==> src/design/cpx_pkg.sv <==
package cpx_pkg;

    // Default data format: signed Q16.16.
    localparam int DATA_WIDTH_DEF = 32;
    localparam int FRAC_BITS_DEF  = 16;

    // Width of the mode field of an operand word.
    localparam int MODE_WIDTH = 3;

    // Operation codes. Codes 6 and 7 have no meaning and return zero.
    typedef enum logic [MODE_WIDTH-1:0] {
        MODE_ADD      = 3'd0,
        MODE_SUB      = 3'd1,
        MODE_SCALE_RE = 3'd2,
        MODE_SCALE_IM = 3'd3,
        MODE_MUL      = 3'd4,
        MODE_MAG      = 3'd5
    } mode_t;

endpackage

==> src/design/cpx_isqrt.sv <==
// Pipelined integer square root: one root bit per stage, most significant
// bit first. The root of a 2*ROOT_WIDTH-bit radicand leaves the last stage;
// the stages advance only while en is high.
module cpx_isqrt
    import cpx_pkg::*;
#(
    parameter int ROOT_WIDTH = DATA_WIDTH_DEF
)
(
    input  logic                    clk,
    input  logic                    en,
    input  logic [2*ROOT_WIDTH-1:0] radicand,
    output logic [ROOT_WIDTH-1:0]   root
);
    localparam int RAD_WIDTH = 2 * ROOT_WIDTH;

    // Partial remainder, partial root and unused radicand bits of each stage.
    logic [ROOT_WIDTH:0]   rem_reg  [ROOT_WIDTH];
    logic [ROOT_WIDTH-1:0] root_reg [ROOT_WIDTH];
    logic [RAD_WIDTH-1:0]  rad_reg  [ROOT_WIDTH];

    for (genvar k = 0; k < ROOT_WIDTH; k++)
    begin : g_step
        logic [ROOT_WIDTH:0]   rem_in;
        logic [ROOT_WIDTH-1:0] root_in;
        logic [RAD_WIDTH-1:0]  rad_in;
        logic [ROOT_WIDTH+1:0] rem_sh;
        logic [ROOT_WIDTH+1:0] trial;
        logic [ROOT_WIDTH+1:0] diff;
        logic                  ge;

        // The first stage starts from an empty remainder and root.
        if (k == 0)
        begin : g_first
            assign rem_in  = '0;
            assign root_in = '0;
            assign rad_in  = radicand;
        end
        else
        begin : g_next
            assign rem_in  = rem_reg[k-1];
            assign root_in = root_reg[k-1];
            assign rad_in  = rad_reg[k-1];
        end

        // Bring down the next two radicand bits and try a one in this root bit.
        assign rem_sh = {rem_in[ROOT_WIDTH-1:0], rad_in[RAD_WIDTH-1 -: 2]};
        assign trial  = {root_in, 2'b01};
        assign ge     = (rem_sh >= trial);
        assign diff   = rem_sh - trial;

        always_ff @(posedge clk)
        begin
            if (en)
            begin
                rem_reg[k]  <= ge ? diff[ROOT_WIDTH:0] : rem_sh[ROOT_WIDTH:0];
                root_reg[k] <= {root_in[ROOT_WIDTH-2:0], ge};
                rad_reg[k]  <= rad_in << 2;
            end
        end
    end

    assign root = root_reg[ROOT_WIDTH-1];

endmodule

==> config.mk <==
export PLATFORM = sky130hd
export DESIGN_NAME = cpx_isqrt
export DESIGN_NICKNAME = d
export VERILOG_FILES = /design/src/design/cpx_pkg.sv /design/src/design/cpx_isqrt.sv
export SDC_FILE = /design/constraint.sdc
export NUM_CORES = 2
export LEC_CHECK = 0
export BUFFER_PORTS_ARGS = -buffer_cell sky130_fd_sc_hd__buf_2
export CAP_MARGIN = 25
export CELL_PAD_IN_SITES_DETAIL_PLACEMENT = 0
export CELL_PAD_IN_SITES_GLOBAL_PLACEMENT = 2
export CORE_UTILIZATION = 40
export DETAILED_ROUTE_END_ITERATION = 7
export GPL_ROUTABILITY_DRIVEN = 0
export PLACE_DENSITY = 0.68
export SETUP_SLACK_MARGIN = 0.1
export SYNTH_ARGS = -nofsm -noshare
export SYNTH_HDL_FRONTEND = slang
export SYNTH_MEMORY_MAX_BITS = 65536
export SYNTH_SLANG_ARGS = --single-unit
==> constraint.sdc <==
create_clock -name clk -period 4.1 [get_ports clk]
set_input_delay 0 -clock clk [delete_from_list [all_inputs] [get_ports clk]]
set_output_delay 0 -clock clk [all_outputs]
set_load 0.01 [all_outputs]
# Word level (Yosys, flattened, before mapping)
# Memory sizes are Yosys's and may differ from the RTL's.
# Index checks and enable logic that the tools add are counted.
dict set report totals {
  out_inout_bits 32
  n_memories 3
  ram_bits 4064
  inputBits 66
  ff_bits 0
  word_cells 101
}
# memory words width rd rd_clocked_by_memory_dff wr line_no
set memory_table {}
lappend memory_table {rad_reg 32 62 31 0 32 cpx_isqrt.sv:20} ;# logic [RAD_WIDTH-1:0] rad_reg [ROOT_WIDTH];
lappend memory_table {rem_reg 32 33 31 0 32 cpx_isqrt.sv:18} ;# logic [ROOT_WIDTH:0] rem_reg [ROOT_WIDTH];
lappend memory_table {root_reg 32 32 32 0 32 cpx_isqrt.sv:19} ;# logic [ROOT_WIDTH-1:0] root_reg [ROOT_WIDTH];
dict set report op_classes {
  order_cmp 32
  n_mux 34
  add_sub_neg 32
}
# cell n
set op_table {}
lappend op_table {{$mux 33} 32}
lappend op_table {{$ge 34x34->1} 31}
lappend op_table {{$sub 33x33->33} 31}
lappend op_table {{$sub 2x1->3 const B} 1}
lappend op_table {{$ge 2x1->1 const B} 1}
lappend op_table {{$mux 1} 2}

# Depth between registers and ports, before layout
# An unclocked memory read counts as a cell.
dict set report logic_depth {
  ltp_word 3
  ltp_mapped 16
  depth_no_buf 14
}

# Least setup slack after synthesis
# Ideal clock, no wire load.
dict set report synth_timing {
  path_type {register to register}
  start {mem rem_reg[0][432] (netlist name)}
  end {mem rem_reg[0][492] (netlist name) (data pin)}
  required_ps 3829
  setup_slack_ps 612
  arrival_ps 3217
  setup_time_ps 271
  stages_incl_launch_ff 13
  cell_sequence {edfxtp_1 ha_1 a21o_1 a21oi_1 nor2b_1 o31ai_1 nand2b_1 a21o_1 a2111oi_0 or3b_2 clkbuf_1 nor4_1 xor2_1}
}
# element line_no
set synth_lines {}
lappend synth_lines {{start, declared} cpx_isqrt.sv:18}

==> qor.yml <==
cts-root-buf: "clkbuf_16"
cts-buffers-inserted: 286
dieArea_sq_um: 286000
fin_skew_ns: 0.0404
drv_cap: 0
die_w_um: 535
postSynthCellCount: 8700
worst_pin_slew_ns: 1.05
min-delay-path-class: "input port to flip-flop"
synth_edf_count: 2465
drv_slew: 0
power_switching_share: 0.284
synth.distinct_cells: 82
hold_slack_ns: 0.234
vias: 67244
largest_reg_flops: 992
synth_ff_type: "edfxtp_1"
setup_viol: 0
coreArea_sq_um: 282000
grt_pass1_wl_um: 381000
crit_chain: "or4_1, or3_1, or4_1, nor3_1, o211a_1, nand2_1, o31ai_4, or3_1, nor4_1, xor2_1"
via_per_inst: 5.10
grt_setup_unrepaired: "yes"
grt_max_degree: 133
synth_top_area_share: 0.652
drt-wirelength-per-cell_um: 18.6
syn_area_sq_um: 114000
cp_max_fo: 6
wl_um: 245000
arrival_ns: 4.40
synth_nets: 9327
drt_iter0_markers: 4183
finalNonFillerCells: 13192
irDropWorstVdd_mv: 0.342
critPathCaptureType: "flip-flop"
numPortBuffers: 97
seq_area_frac_synth: 0.652
max_freq_ghz: 0.263
hold_violations: 0
rows: 195
relSlewSlack: 0.300
dr.pass1.iters: 5
p_leak_nw: 49.6
final_antenna_net_count: 0
max-clock-path-buffers: 4
power_frac_seq: 0.462
power.density_nw_per_um2: 566
first_global_vias: 66823
crit_slowest_cell: "or4_1"
ys_seq_elements: 2465
cts_sinks: 2465
wl_met2_um: 113000
dp_hpwl_um: 177000
start_kind: "flip-flop"
cts_tree: "yes"
nets: 9854
start_util: 0.402
post-place-cells: 12552
ys_warn_count: 0
fin_crit_ns: 3.80
track_usage: 0.169
dieHeight_um: 535
ys_async_sr_fraction: 0
post-route-period-util: 0.928
fin_tns_setup_ns: 0
ios: 98
crit_required_ns: 4.70
pwr-share-comb: 0.203
power_frac_clock: 0.335
synth_top_cell_by_area: "edfxtp_1"
grt-ovfl-total: 0
htreeDepth: 5
area_growth_pct: 14.8
highest_layer: "met5"
outcome: "finished, final reports clean"
critPathMaxStageDelay_ns: 0.57
total_power_mw: 73.8
met1_length_um: 114000
p_int_mw: 52.9
critical_path_class: "flip-flop to flip-flop"
synth.top_cells.by_area: "edfxtp_1 (65%), ha_1 (6.2%), xor2_1 (3.1%)"
syn_avg_cell_area_sq_um: 13.1
wl_met3_um: 9360
drc: 0
path_clk_slew_ns: 0.06
insertion_delay_ns: 0.89
p_sw_mw: 20.9
drive_above_1_share: 0.0862
antenna_found_initial: 4
power groups by stage:
stage	logic, mW	registers [mW]	clock network [mW]
6_report	15.0	34.1	24.7
3_3_place_gp	14.8	34.7	0
2_1_floorplan	10.9	33.6	0
3_5_place_dp	14.9	34.7	0
5_1_grt	16.8	34.5	26.4
4_1_cts	15.1	34.2	25.6
cell families (layout without fill, tap and decap cells):
kind of cell    Yosys count  after routing  synth area share
flops                  2465           2465             0.652
simple gates           2215           2215            0.0956
compound gates         1712           1712            0.0933
buf+inv                 883           1630            0.0293
xor+xnor                782            782            0.0603
fa+ha+maj               561            561            0.0618
mux                      81             81           0.00786
other cells               1              3         0.0000330
synthesized netlist by cell type (33+ instances only):
| master | number |
|---|---|
| a211oi_1 | 55 |
| a21o_1 | 199 |
| a21oi_1 | 529 |
| a31oi_1 | 47 |
| and3_1 | 48 |
| clkbuf_1 | 140 |
| edfxtp_1 | 2465 |
| ha_1 | 561 |
| inv_1 | 726 |
| mux2_2 | 65 |
| nand2_1 | 591 |
| nand2b_1 | 117 |
| nand3_1 | 124 |
| nand4_1 | 97 |
| nor2_1 | 541 |
| nor2b_1 | 85 |
| nor3_1 | 217 |
| nor4_1 | 108 |
| o211ai_1 | 33 |
| o21a_1 | 86 |
| o21ai_0 | 452 |
| o21bai_1 | 51 |
| o31ai_1 | 59 |
| or2_2 | 40 |
| or3_1 | 81 |
| or4_1 | 49 |
| xnor2_1 | 374 |
| xor2_1 | 408 |
worst paths after layout:
| check | start | to | slack, ns | cells after the start |
|---|---|---|---|---|
| max | rem_reg[0][183] | rem_reg[0][227] | 0.30 | 10 |
| min | en | rad_reg[0][29] | 0.23 | 2 |
| min reg2reg | rad_reg[1][59] | rad_reg[1][123] | 0.40 | 0 |
| max reg2reg | rem_reg[0][183] | rem_reg[0][227] | 0.30 | 10 |
cell type report:
type | count | area, sq um
inverters | 728 | 2730
diodes | 2 | 5.00
well taps | 3743 | 4680
clock buffers | 340 | 7510
fillers | 25222 | 152000
multi-input cells | 5352 | 36400
repair buffers | 394 | 3490
flip-flops and latches | 2465 | 74000
clock inverters | 168 | 1550
timing repair:
| action | CTS | global route |
|---|---|---|
| hold endpoints to repair | 403 | 0 |
| gates resized for setup | 1 | 13 |
| setup endpoints to repair | 2 | 57 |
| pin swaps | 0 | 1 |
| buffers inserted | 0 | 0 |
| hold buffers | 130 | 0 |
metal layers:
metal / vias up / track usage
li1: 33232 / -
met1: 32380 / 0.231
met2: 1187 / 0.273
met3: 443 / 0.0231
met4: 2 / 0.0637
met5: - / 0
placed cells by master, fill, tap and decap left out, types with 19 or more instances in the layout:
cell type	synthesis	final
nor3_1	217	216
a2111oi_0	22	19
o211ai_1	33	33
and3_1	48	48
nand4_1	97	97
or3_1	81	81
nand2b_1	117	117
buf_4	0	132
o21ai_0	452	449
inv_1	726	726
or2_2	40	40
nor2b_1	85	85
clkbuf_16	0	293
a211oi_1	55	52
edfxtp_1	2465	2465
ha_1	561	561
or4_1	49	49
a21o_1	199	199
mux2_2	65	65
nor2_1	541	541
clkbuf_1	140	47
a21oi_1	529	528
buf_2	7	96
clkinv_1	2	68
o21bai_1	51	51
o31ai_1	59	58
nor4_1	108	106
o21a_1	86	86
xor2_1	408	408
xnor2_1	374	373
a21boi_0	21	21
buf_12	0	36
a31oi_1	47	46
nand2_1	591	591
bufinv_16	0	22
dlygate4sd3_1	0	130
and2_1	29	29
nand3_1	124	124
clkinv_2	0	43
metrics by stage:
step	util	instance area (sq um)	setup WS, ns
2_1_floorplan	-	114000	0.612
3_3_place_gp	0.425	120000	0.0661
3_5_place_dp	0.425	120000	0.112
4_1_cts	0.462	130000	0.157
5_1_grt	0.462	130000	0.0283
6_report	0.462	130000	0.296
worst max-delay path: cells and delay by family (launching register included):
family,cells,cell delay (ns)
xor gates and xnor gates,1,0.14
and+or+nand+nor,7,2.41
DFF,1,0.41
AOI/OAI and AO/OA,2,0.56
(Power assumes the default switching activity.)
